$ cat config.mk
export PLATFORM = sky130hd
export DESIGN_NAME = shp_kernel
export DESIGN_NICKNAME = d
export VERILOG_FILES = /design/src/rtl/shp_pkg.sv /design/src/rtl/shp_kernel.sv
export SDC_FILE = /design/constraint.sdc
export NUM_CORES = 1
export LEC_CHECK = 0
export ABC_AREA = 1
export BUFFER_PORTS_ARGS = -buffer_cell sky130_fd_sc_hd__buf_2
export CORE_AREA = 3 3 101 103
export DETAILED_ROUTE_END_ITERATION = 7
export DIE_AREA = 0 0 104 106
export GPL_TIMING_DRIVEN = 0
export PLACE_DENSITY = 0.81
export SLEW_MARGIN = 20
export SYNTH_ARGS = -nofsm -noshare
export SYNTH_HDL_FRONTEND = slang
export SYNTH_SLANG_ARGS = --single-unit
export TNS_END_PERCENT = 20
$ cat constraint.sdc
create_clock -name vclk -period 3.7
set_clock_uncertainty 0.2 [all_clocks]
set_input_delay 0.185 -clock vclk [all_inputs]
set_output_delay 0.185 -clock vclk [all_outputs]
set_load 0.01 [all_outputs]
$ cat src/rtl/shp_pkg.sv
// Shared types and constants for the 3x3 sharpening filter.
// Used by every module in the rtl folder; depends on nothing.
package shp_pkg;

  // Sample and pixel geometry.
  localparam int DATA_W       = 8;
  localparam int CHANNELS     = 3;
  localparam int PIXEL_W      = DATA_W * CHANNELS;

  // Frame geometry limits.
  localparam int MAX_WIDTH    = 2048;
  localparam int HEIGHT_LIMIT = 2048;
  localparam int MIN_DIM      = 3;
  localparam int COL_W        = $clog2(MAX_WIDTH);
  localparam int ROW_W        = $clog2(HEIGHT_LIMIT);
  localparam int DIM_W        = 12;
  localparam int TOTAL_W      = 2 * DIM_W;
  localparam int COUNT_W      = 22;
  localparam int CHCNT_W      = 2;

  // Configuration port.
  localparam int CFG_IDX_W    = 2;
  localparam int CFG_DATA_W   = 12;
  localparam logic [CFG_IDX_W-1:0] REG_IMAGE_WIDTH   = 2'd0;
  localparam logic [CFG_IDX_W-1:0] REG_IMAGE_HEIGHT  = 2'd1;
  localparam logic [CFG_IDX_W-1:0] REG_CHANNEL_COUNT = 2'd2;

  localparam logic [DIM_W-1:0]   WIDTH_RESET    = 12'd640;
  localparam logic [DIM_W-1:0]   HEIGHT_RESET   = 12'd480;
  localparam logic [CHCNT_W-1:0] CHANNELS_RESET = 2'd3;

  // Item kinds carried on tuser.
  localparam logic OP_PIXEL = 1'b0;
  localparam logic OP_FLUSH = 1'b1;

  // Output queue.
  localparam int FIFO_DEPTH = 4;
  localparam int FIFO_AW    = $clog2(FIFO_DEPTH);
  localparam int FIFO_CW    = FIFO_AW + 1;

  typedef logic [CHANNELS-1:0][DATA_W-1:0] pixel_t;

  // One line store word: the pixel two rows up and the pixel one row up.
  typedef struct packed {
    pixel_t upper;
    pixel_t middle;
  } line_pair_t;

  // One finished result.
  typedef struct packed {
    logic   frame_last;
    pixel_t samples;
  } result_t;

  // Request held between acceptance and the line store read.
  typedef struct packed {
    logic                is_pixel;
    logic                emit;
    logic                interior;
    logic                frame_last;
    logic [CHANNELS-1:0] chan_en;
    logic [COL_W-1:0]    col;
    pixel_t              px;
  } stage1_t;

  // Control that travels alongside the window into the kernel.
  typedef struct packed {
    logic                interior;
    logic [CHANNELS-1:0] chan_en;
  } kernel_ctl_t;

endpackage

$ cat src/rtl/shp_kernel.sv
// Laplacian sharpening arithmetic: 5*centre minus four neighbours, clamped.
// Depends on shp_pkg for pixel and control types.
module shp_kernel (
  input  shp_pkg::pixel_t     centre,
  input  shp_pkg::pixel_t     left,
  input  shp_pkg::pixel_t     right,
  input  shp_pkg::pixel_t     up,
  input  shp_pkg::pixel_t     down,
  input  shp_pkg::kernel_ctl_t ctl,
  output shp_pkg::pixel_t     result
);

  localparam int SUM_W = shp_pkg::DATA_W + 4;

  // Per-channel sum and clamp; border pixels and unused channels give zero.
  always_comb begin
    logic [SUM_W-1:0]        c5;
    logic [SUM_W-1:0]        nsum;
    logic signed [SUM_W-1:0] v;
    result = '0;
    for (int k = 0; k < shp_pkg::CHANNELS; k++) begin
      c5   = SUM_W'({centre[k], 2'b00}) + SUM_W'(centre[k]);
      nsum = SUM_W'(left[k]) + SUM_W'(right[k]) + SUM_W'(up[k]) + SUM_W'(down[k]);
      v    = $signed(c5 - nsum);
      if (ctl.interior && ctl.chan_en[k]) begin
        if (v[SUM_W-1]) begin
          result[k] = '0;
        end else if (v > $signed(SUM_W'(255))) begin
          result[k] = '1;
        end else begin
          result[k] = v[shp_pkg::DATA_W-1:0];
        end
      end
    end
  end

endmodule

Word-level counts from Yosys, hierarchy flattened
Cells that the tools add are included.
{"block": "classes", "n_addsub": 15, "order_cmp": 3, "mux": 9, "reduce_logical": 3}
{"cell": "8-bit 2-to-1 mux", "count": 9}
{"cell": "10-bit by 8-bit adder with 11-bit output", "count": 6}
{"cell": "12-bit by 9-bit > comparator with 1-bit output (second input constant)", "count": 3}
{"cell": "11-bit by 11-bit subtractor with 12-bit output", "count": 3}
{"cell": "9-bit by 8-bit adder with 10-bit output", "count": 3}
{"cell": "8-bit by 8-bit adder with 9-bit output", "count": 3}
{"cell": "1-bit logical AND", "count": 3}
{"block": "word_totals", "register_bits": 0, "input_bits": 124, "out_inout_bits": 24, "elab_cells": 30}

Longest topological paths before layout
{"block": "depth", "depth_word": 8, "ltp_mapped": 20, "ltp_nobuf": 20}

Least setup slack after synthesis
Ideal clock, no wire load.
{"block": "synth_timing", "path_type": "input-to-output", "from": "in right[9] in the netlist's numbering", "to": "out result[10] in the netlist's numbering", "arrival_ps": 3204, "required_time_ps": 3315, "slack_ps": 111, "stages": 15, "path_buffers": 0, "path_cell_list": "inv_1 -> fa_1 -> fa_1 -> inv_1 -> fa_1 -> inv_1 -> fa_1 -> nand3_1 -> nand3_1 -> nand2_1 -> nand3b_1 -> nand2_1 -> nand3_1 -> o21ai_2 -> a21oi_1"}
{"item": "from (decl)", "line_no": "shp_kernel.sv:6", "source": "input shp_pkg::pixel_t right,"}
{"item": "to (decl)", "line_no": "shp_kernel.sv:10", "source": "output shp_pkg::pixel_t result"}

==> impl_metrics.csv <==
group,metric,value,unit
die,die_w,104,um
setup_path,critPathMaxFanout,3,
global_route,grt_pass1_vias,4550,
setup_path,slowest_delay,0.56,ns
final_layout,clkbuf_count,0,
final_layout,fin_nets,1062,
die,core,9284,sq um
hold_path,hp-start,"ctl[1]",
route,drt-vias-per-instance,4.644,
setup_path,cpMaxStageDelayCell,"fa_1",
die,initial_core_util,49.62,%
route,drc_errors,0,
final_layout,layout_commonest_cell,"inv_1",
global_route,busiest_layer,"met2",
route,wl_per_cell,11.48,um
sta,fin_crit_sh,101.6,%
final_layout,final_cells,930,
die,pin_count,148,
status,violations,"setup timing",
setup_path,crit_buf_inv,6,
place,dp_hpwl,8.888,mm
final_layout,antenna_cells,0,
synth,post_synth.cell_area_avg,7.244,sq um
die,die-area,11020,sq um
synth,synth.net_count,895,
route,num_vias,4319,
route,initialDrtViolationCount,95,
synth,synth_top_cell_area_share,39.11,%
global_route,grt_pass1_wl,18.54,mm
final_layout,area.sequential,0,sq um
setup_path,worstSetupEndpointType,"output pin",
setup_path,cp-startpoint,"left[19]",
setup_path,critPathKind,"input port to output pin",
final_layout,final_cell_mix,"226 x inv_1, 141 x buf_2, 87 x fa_1",
global_route,met3_usage,1.579,%
sta,finalHoldViolCount,0,
place,dp_cells,913,
sta,worst_slew_pin_slew,0.2848,ns
hold_path,hold_class,"input port to output pin",
sta,rsz0062_at_grt,"true",
synth,synth_top_area_cell,"fa_1",
global_route,grt.overflow.total,0,
synth,synth_area,4607,sq um
synth,synth_top_cells_by_area,"fa_1 39%, inv_1 20%, ha_1 12%, nand2_1 9.0%, a21oi_1 4.7%",
sta,slew_violations,0,
setup_path,crit_required,3.31,ns
synth,seq_area_frac_synth,0,%
power_and_ir_drop,power_density,654.2,nW/um^2
global_route,antenna_found_initial,0,
sta,min_period,3.760,ns
setup_path,start_kind,"input port",
die,die-height,106,um
global_route,use_met1,22.68,%
setup_path,crit_chain,"buf_6 > inv_2 > fa_1 > fa_1 > inv_1 > fa_1 > inv_2 > ha_4 > buf_4 > nand2_1 > nand2_1 > or2_2 > a21oi_2 > xor2_1 > a21oi_2 > buf_2",
sta,final.setup.worst_slack,-0.05984,ns
power_and_ir_drop,power.static_leakage,3.632,nW
place,gp_congestion,0.9137,
final_layout,final_util,66.70,%
place,place_worst_setup_slack,-0.3543,ns
sta,max_freq,266.0,MHz
sta,setup_violations,16,
global_route,grt.met2_usage,38.81,%
final_layout,drive_gt1_share,35.71,%
power_and_ir_drop,vdd_drop_max,0.3855,mV
setup_path,cp_num_cells,16,
route,firstDrtPassIters,4,
synth,yosysWarnings,0,
status,status,"finished with violations",
synth,synthCells,636,
final_layout,multi_input_area,4189,sq um
global_route,grt_max_degree,9,
place,port_buffers,148,
final_layout,area_delta_synth_final,34.41,%
sta,relSlewSlack,80.94,%
hold_path,min_path_cells,4,
setup_path,crit_top_cell,"fa_1",
route,antenna_left,0,
route,routed_wl,10.68,mm
global_route,grt_usage,19.36,%
setup_path,critical-path-top-delay-family,"adder cells",
run,cap_violations,0,
synth,synth.distinct_cells,29,
setup_path,cp.arrival,3.37,ns
final_layout,n_fill_cell,792,
final_layout,seq_cells,0,
die,rows,35,
per-stage QoR:
| step | cell area [sq um] | setup TNS [ns] | power [mW] | hold WS (ns) |
|---|---|---|---|---|
| after floorplan | 4607 | 0 | 2.279 | 0.3113 |
| after global placement | 5509 | -5.903 | 2.812 | 0.5735 |
| after CTS | 6043 | -0.1799 | 3.715 | 0.5664 |
| after global routing | 6192 | -4.353 | 4.532 | 0.5878 |
| final | 6192 | -0.6253 | 4.051 | 0.5699 |
| after detailed placement | 5509 | -6.052 | 2.876 | 0.5806 |
layout make-up:
type / instances / area share, %
Multi-Input combinational cell: 389 / 67.65
Tap cell: 129 / 2.607
Inverter: 247 / 15.01
Timing Repair Buffer: 165 / 14.73
where the power goes:
group | switching (mW) | internal (mW) | leakage (nW)
clock | 0 | 0 | 0
combinational | 2.28 | 1.77 | 3.63
sequential | 0 | 0 | 0
total | 2.28 | 1.77 | 3.63
cells by family after synthesis:
kind of cell	count (synthesis)	share of synthesized area, %
multiplexers	2	0.4346
XOR/XNOR	24	4.563
AND/OR/NAND/NOR	173	16.78
adder cells (fa/ha/maj)	135	51.33
buffers and inverters	247	20.12
AO/OA/AOI/OAI	55	6.763
routing by layer:
layer  part of all wire, %  up-vias  routed length (um)
met5                     0        -                   0
met3                   5.0       20                 537
li1                      -     2149                   -
met1                    38     2009                4024
met2                    56      141                5940
met4                   1.6        0                 176
path summary, 6_finish.rpt:
path / end / slack, ns
setup / recovery: result[22] / -0.06
hold / removal: result[10] / 0.57
synthesized netlist by cell type (all sizes together):
library cell,instances
or2,1
ha,45
o211ai,1
nor3,3
mux2i,2
nand3b,1
xnor2,14
xor2,10
o21bai,2
fa,90
o21ai,5
nor2,17
nand4,6
nand3,29
a21oi,46
nand2,116
a31oi,1
inv,247
repair_timing:
item	in CTS	in global routing
endpoints found under the hold margin	0	0
setup endpoints to repair	24	24
setup buffers	16	1
pin swaps	78	26
resized for setup	97	30
hold buffers	0	0
Power figures use the tool's default switching activity.
