===== src/rtl/shp_pkg.sv =====
// Shared types and constants for the 3x3 sharpening filter.
// Used by every module in the rtl folder; depends on nothing.
package shp_pkg;

  // Sample and pixel geometry.
  localparam int DATA_W       = 8;
  localparam int CHANNELS     = 3;
  localparam int PIXEL_W      = DATA_W * CHANNELS;

  // Frame geometry limits.
  localparam int MAX_WIDTH    = 2048;
  localparam int HEIGHT_LIMIT = 2048;
  localparam int MIN_DIM      = 3;
  localparam int COL_W        = $clog2(MAX_WIDTH);
  localparam int ROW_W        = $clog2(HEIGHT_LIMIT);
  localparam int DIM_W        = 12;
  localparam int TOTAL_W      = 2 * DIM_W;
  localparam int COUNT_W      = 22;
  localparam int CHCNT_W      = 2;

  // Configuration port.
  localparam int CFG_IDX_W    = 2;
  localparam int CFG_DATA_W   = 12;
  localparam logic [CFG_IDX_W-1:0] REG_IMAGE_WIDTH   = 2'd0;
  localparam logic [CFG_IDX_W-1:0] REG_IMAGE_HEIGHT  = 2'd1;
  localparam logic [CFG_IDX_W-1:0] REG_CHANNEL_COUNT = 2'd2;

  localparam logic [DIM_W-1:0]   WIDTH_RESET    = 12'd640;
  localparam logic [DIM_W-1:0]   HEIGHT_RESET   = 12'd480;
  localparam logic [CHCNT_W-1:0] CHANNELS_RESET = 2'd3;

  // Item kinds carried on tuser.
  localparam logic OP_PIXEL = 1'b0;
  localparam logic OP_FLUSH = 1'b1;

  // Output queue.
  localparam int FIFO_DEPTH = 4;
  localparam int FIFO_AW    = $clog2(FIFO_DEPTH);
  localparam int FIFO_CW    = FIFO_AW + 1;

  typedef logic [CHANNELS-1:0][DATA_W-1:0] pixel_t;

  // One line store word: the pixel two rows up and the pixel one row up.
  typedef struct packed {
    pixel_t upper;
    pixel_t middle;
  } line_pair_t;

  // One finished result.
  typedef struct packed {
    logic   frame_last;
    pixel_t samples;
  } result_t;

  // Request held between acceptance and the line store read.
  typedef struct packed {
    logic                is_pixel;
    logic                emit;
    logic                interior;
    logic                frame_last;
    logic [CHANNELS-1:0] chan_en;
    logic [COL_W-1:0]    col;
    pixel_t              px;
  } stage1_t;

  // Control that travels alongside the window into the kernel.
  typedef struct packed {
    logic                interior;
    logic [CHANNELS-1:0] chan_en;
  } kernel_ctl_t;

endpackage


===== src/rtl/shp_out_fifo.sv =====
// Small result queue that decouples the filter pipeline from the output side.
// Depends on shp_pkg for the result type and depth.
module shp_out_fifo (
  input  logic                        clk,
  input  logic                        rst,
  input  logic                        wr_en,
  input  shp_pkg::result_t            wr_data,
  output logic                        rd_valid,
  input  logic                        rd_ready,
  output shp_pkg::result_t            rd_data,
  output logic [shp_pkg::FIFO_CW-1:0] count
);

  shp_pkg::result_t                 mem [shp_pkg::FIFO_DEPTH];
  logic [shp_pkg::FIFO_AW-1:0]      wr_ptr;
  logic [shp_pkg::FIFO_AW-1:0]      rd_ptr;
  logic                             rd_fire;

  assign rd_valid = (count != '0);
  assign rd_data  = mem[rd_ptr];
  assign rd_fire  = rd_valid && rd_ready;

  // Storage; the pipeline never writes when the queue is full.
  always_ff @(posedge clk) begin
    if (wr_en) begin
      mem[wr_ptr] <= wr_data;
    end
  end

  // Pointers and fill count.
  always_ff @(posedge clk) begin
    if (rst) begin
      wr_ptr <= '0;
      rd_ptr <= '0;
      count  <= '0;
    end else begin
      if (wr_en) begin
        wr_ptr <= wr_ptr + 1'b1;
      end
      if (rd_fire) begin
        rd_ptr <= rd_ptr + 1'b1;
      end
      if (wr_en && !rd_fire) begin
        count <= count + 1'b1;
      end else if (!wr_en && rd_fire) begin
        count <= count - 1'b1;
      end
    end
  end

endmodule


===== config.mk =====
export PLATFORM = sky130hd
export DESIGN_NAME = shp_out_fifo
export DESIGN_NICKNAME = d
export VERILOG_FILES = /design/src/rtl/shp_pkg.sv /design/src/rtl/shp_out_fifo.sv
export SDC_FILE = /design/constraint.sdc
export NUM_CORES = 1
export LEC_CHECK = 0
export BUFFER_PORTS_ARGS = -buffer_cell sky130_fd_sc_hd__buf_4
export CAP_MARGIN = 20
export CORE_ASPECT_RATIO = 0.5
export CORE_MARGIN = 8
export CORE_UTILIZATION = 60
export CTS_BUF_LIST = sky130_fd_sc_hd__clkbuf_8
export DETAILED_ROUTE_END_ITERATION = 12
export GPL_TIMING_DRIVEN = 0
export HOLD_SLACK_MARGIN = 0.1
export PLACE_DENSITY_LB_ADDON = 0.08
export SLEW_MARGIN = 20
export SYNTH_ARGS = -nofsm -noshare
export SYNTH_HDL_FRONTEND = slang
export SYNTH_SLANG_ARGS = --single-unit

===== constraint.sdc =====
create_clock -name clk -period 3.2 [get_ports clk]
set_clock_uncertainty 0.1 [all_clocks]
set_input_delay 0.32 -clock clk [delete_from_list [all_inputs] [get_ports clk]]
set_output_delay 0.32 -clock clk [all_outputs]
set_load 0.01 [all_outputs]

Word-level counts from Yosys, hierarchy flattened
Memory sizes are Yosys's and may differ from the RTL's. A register that Yosys moved wholly into a read port is not among the register bits.
Index checks and enable logic that the tools add are counted.
{"block": "word_totals", "reg_bits": 7, "ramBits": 100, "in_bits": 29, "output_inout_bits": 29, "elab_cells": 21, "n_memories": 1}
{"memory": "mem", "words": 4, "width": 25, "read_ports": 1, "rd_ports_with_merged_regs": 1, "write_ports": 1, "line_no": "shp_out_fifo.sv:14", "text": "shp_pkg::result_t mem [shp_pkg::FIFO_DEPTH];"}
{"block": "op_classes", "n_addsub": 4, "mux": 6, "n_reduce_logical": 7}
{"cell": "3-bit two-way mux", "count": 2}
{"cell": "2-bit by 1-bit adder with 2-bit output (second input constant)", "count": 2}
{"cell": "2-bit two-way mux", "count": 2}
{"cell": "3-bit by 1-bit adder with 3-bit output (second input constant)", "count": 1}
{"cell": "1-bit logical AND", "count": 3}
{"cell": "3-bit nonzero test", "count": 1}
{"cell": "3-bit by 1-bit subtractor with 3-bit output (second input constant)", "count": 1}
{"cell": "1-bit zero test", "count": 2}
{"cell": "1-bit two-way mux", "count": 2}
{"cell": "2-bit nonzero test", "count": 1}

Depth between registers and ports, before layout
{"block": "logic_depth", "ltp_word": 5, "depth_mapped": 7}

Worst setup path after synthesis
No wires, ideal clock.
{"block": "synth_path", "path_kind": "reg-to-reg", "start": "register count[0] (netlist bit)", "end": "register count[2] (netlist bit)", "t_arrival_ns": 1.932, "setup_slack_ns": 1.097, "path_stages_with_launch": 8, "period_less_slack_ns": 2.103, "cell_sequence": "dfxtp_1 o31ai_1 ha_1 inv_1 fa_1 xor2_1 or3_1 a21oi_1"}
{"block": "synth_via", "elab_chain_cells": 5, "elab_cells_between_ends": 10, "cone_classes": "add/sub (2); mux (2); reduce/logical (6)"}
{"element": "start: declaration", "line_no": "shp_out_fifo.sv:11", "text": "output logic [shp_pkg::FIFO_CW-1:0] count"}
{"element": "start signal: assignment", "line_no": "shp_out_fifo.sv:44", "text": "count <= count + 1'b1;"}
{"element": "start signal: assignment", "line_no": "shp_out_fifo.sv:46", "text": "count <= count - 1'b1;"}
{"element": "parallel branches: the longest is 5 deep, another holds 3-bit by 1-bit subtractor with 3-bit output"}
Several ways; the timed one is not identified. The select of a mux whose other input is x is not followed.
A chain may end at the register's enable or synchronous reset.

Worst setup path after layout
Ends and elaborated chain as after synthesis.

==> run summary <==
TritonCTS built the clock tree. The classification of the worst-slack hold path is in2reg. The synthesis-stage register bit count came out at 109.

The share of synthesized area in the top cell type comes to 0.7355. In this run the most critical hold path is launched from wr_en. The fraction of final layout cells with drive strength greater than 1 is 0.3690. The final count of pins violating max slew came to 0. The clock passes through at most 2 buffers. The number of failing setup endpoints in the final timing report came out at 0. The commonest cells after synthesis are edfxtp_1 (100), mux4_2 (20), dfxtp_1 (9). The most used flip-flop cell after synthesis is edfxtp_1. Dividing total power by cell area gives a power density of 663.0 nW/um2.

The yosys synthesis warning count is 0. The worst hold path passes through 3 cells. TritonCTS created 9 clock buffers. The number of search-and-repair iterations in the first detailed-routing pass came out at 4. The highest achievable clock rate is 442.4 MHz. The mean cell area of the mapped netlist is 23.46 um2. After detailed routing, the average wire length per cell comes to 18.06 um. The largest individual stage delay along the critical path comes from the cell o31ai_1. The number of design-rule violations left by the first detailed-router iteration is 124. Walking the worst path, the cells encountered are o31ai_1 > ha_1 > inv_1 > fa_1 > xor2_1 > or3_1 > a21oi_1. The deepest level of the CTS H-tree is 3.

The count of pins on the block boundary is 58. The post-layout worst setup margin came out at 0.9397 ns. The global-route usage over all layers is 0.1416. The effective utilization at floorplan came out at 0.6166. For hold timing, the worst endpoint is wr_ptr[0]. The kind of cell with the highest combined delay along the critical path is adder cells. The final sum of negative setup slack is 0 ns. At the pin with the least slew margin, the transition time is 0.6889 ns.

The number of different library cells in the post-synthesis netlist is 22. The kind of start point of the critical path is a register. The synthesized net count is 209.

The number of standard cells after synthesis came out at 174. The synthesized design spends more area on one cell type than any other, namely edfxtp_1. During placement, the flow inserted port buffers numbering 56. Counting the fill cells in the layout gives 407. The cts-stage hold buffer count is 25.

The post-route minimum period is 2.260 ns. The final weighted congestion of routability-driven global placement is 0.6960. Prior to clock tree synthesis, the placed netlist has a worst setup slack of 0.9442 ns. For the worst-skew pair, the clock arrives at the later sink with an insertion delay of 0.35 ns. In this run the remaining antenna-violating nets after routing total 0. The max-cap violation count came out at 0. The total count of hold-check failures in the final report is 0. The post-cts sizing count is 0. The final standard cell count with taps included and fillers excluded is 363.

The number of antenna violations at the first check in global routing came out at 0. The number of remaining DRC errors is 0. The total number of clock tree sinks came out at 109.

The proportion of register bits with asynchronous set or reset after synthesis came out at 0. The worst register-to-register path ends at count[2]. The number of enable-type register cells in the synthesized netlist came out at 100.

The worst setup path category is reg2reg. The depth of the worst register-to-register path came out at 7. Dividing the detail-routed via count by the number of cells gives 5.306. The number of antenna diodes in the final layout is 0. Clock tree synthesis selected as its root buffer the cell clkbuf_8. The placed instance count came out at 322. The leakage power summed over all cells is 1.770 nW. Post-CTS timing repair inserted 0 buffers for setup. The detailed-route via count is 1,926.

The worst max-slew margin expressed relative to the limit came out at 0.5407. The die width is 132.7 um. Entering global routing, the biggest net connects 26 pins. By area the synthesized netlist is led by edfxtp_1 (74%), mux4_2 (11%), dfxtp_1 (4.4%), mux4_1 (3.2%), ha_1 (1.5%). The maximum ir drop on the vdd rail came out at 0.6252 mV.

After global routing the overflow that remains totals 0. The data arrival time of the worst path came out at 2.44 ns. After the last flow step, the layout net total stands at 301. The startpoint of the worst-slack reg-to-reg timing path is count[0].

The growth of design area from synthesis to finish is 23.44%. STA classifies the critical path endpoint as a register. The core box area is 6621 um2. The worst path buffer plus inverter count is 1. In the finished design, the share of the clock period the worst path needs comes to 0.7063. The number of global-route vias before repair is 2,103. The maximum fanout encountered on the critical timing path came out at 6.

The required time of the critical path is 3.38 ns. The routed design has 6.556 mm of wire. The number of standard-cell rows in the floorplan is 21.

The wire length of the first global-routing pass came out at 10.29 mm. The overall die area is 9860 um2. The share of the yosys chip area belonging to registers came out at 0.7797.

The worst-case register-to-register setup slack is 0.94 ns. Setup repair after global routing left no endpoint under its margin. The flow ran to the end, and the final reports show no timing, DRC or antenna violations. Among all cell types in the netlist, the one instantiated most often is edfxtp_1.

The area of the mapped netlist came out at 4083 um2. In this design, the stage delay of the slowest critical-path cell is 0.42 ns. The wire-length estimate of the detail-placed layout is 4.095 mm.

The overall die height came out at 74.33 um. The clock edge transition at the registers on the reported setup and hold paths is 0.09 ns.
power breakdown:
| group | leakage (nW) | internal [mW] | switching (mW) |
|---|---|---|---|
| Combinational | 0.689 | 0.541 | 0.404 |
| Sequential | 0.993 | 1.65 | 0.0432 |
| Clock | 0.0882 | 0.279 | 0.424 |
worst max-delay path by stage:
| stage | from | endpoint | slack [ns] | cells past startpoint |
|---|---|---|---|---|
| after floorplan | count[0] | count[2] | 1.10 | 7 |
| after global placement | count[0] | count[2] | 1.05 | 7 |
| after detailed placement | count[0] | count[2] | 0.94 | 7 |
| after CTS | count[0] | count[2] | 0.93 | 7 |
| after global routing | count[0] | count[2] | 0.86 | 7 |
| final | count[0] | count[2] | 0.94 | 7 |
layer usage:
layer | vias up | global-route usage | share of wire
met4 | 0 | 0.05237 | 0.0056
met5 | - | 0 | 0
met3 | 4 | 0.05458 | 0.059
met2 | 49 | 0.2458 | 0.50
li1 | 898 | - | -
met1 | 975 | 0.1604 | 0.44
layout make-up:
cell class                      count  area [um2]  area share
Inverter                            3       11.26    0.002234
Clock buffer                        9       123.9     0.02458
Tap cell                           92       115.1     0.02284
Timing Repair Buffer               81       670.6      0.1331
Multi-Input combinational cell     55       823.3      0.1634
Sequential cell                   109        3183      0.6316
Buffer                              7       70.07     0.01390
Clock inverter                      7       42.54    0.008441
flip-flops by register name, summed over array words and instances (netlist names), named ones only:
name    cells
mem       100
wr_ptr      2
rd_ptr      2
count       3
kinds of logic (layout without fill, tap and decap cells):
kind of cell | after synthesis | after routing | synth area share
flip-flops | 109 | 109 | 0.7796
multiplexers | 27 | 27 | 0.1474
AND/OR/NAND/NOR | 13 | 13 | 0.01563
buffers and inverters | 10 | 107 | 0.01992
adder cells (fa/ha/maj) | 6 | 6 | 0.02023
XOR/XNOR | 5 | 5 | 0.01073
AO/OA/AOI/OAI | 4 | 4 | 0.006435
cells in the final DEF (no fill, tap or decap), drive strengths merged:
cell type    netlist  routed
a21oi              1       1
and2               4       4
buf                5      61
clkbuf             2      11
clkinv             0       4
clkinvlp           0       1
dfxtp              9       9
dlygate4sd3        0      25
edfxtp           100     100
fa                 1       1
ha                 5       5
inv                3       5
mux2i              2       2
mux4              25      25
nor2               7       7
o21ai              1       1
o311ai             1       1
o31ai              1       1
or3                2       2
xnor2              1       1
xor2               4       4
stage by stage:
step	util	power, mW	cell area [um2]	hold slack [ns]
after CTS	0.7611	3.378	5040	0.1562
after floorplan	-	2.300	4083	0.3189
final	0.7611	3.342	5040	0.1691
after detailed placement	0.6982	2.667	4623	0.4183
after global placement	0.6975	2.648	4618	0.4128
after global routing	0.7611	3.498	5040	0.1913
worst min-delay path, cell delays in order:
cell and delay [ns]:
buf_4 0.12, xnor2_1 0.07, nor2_1 0.07
Power figures use the tool's default switching activity.
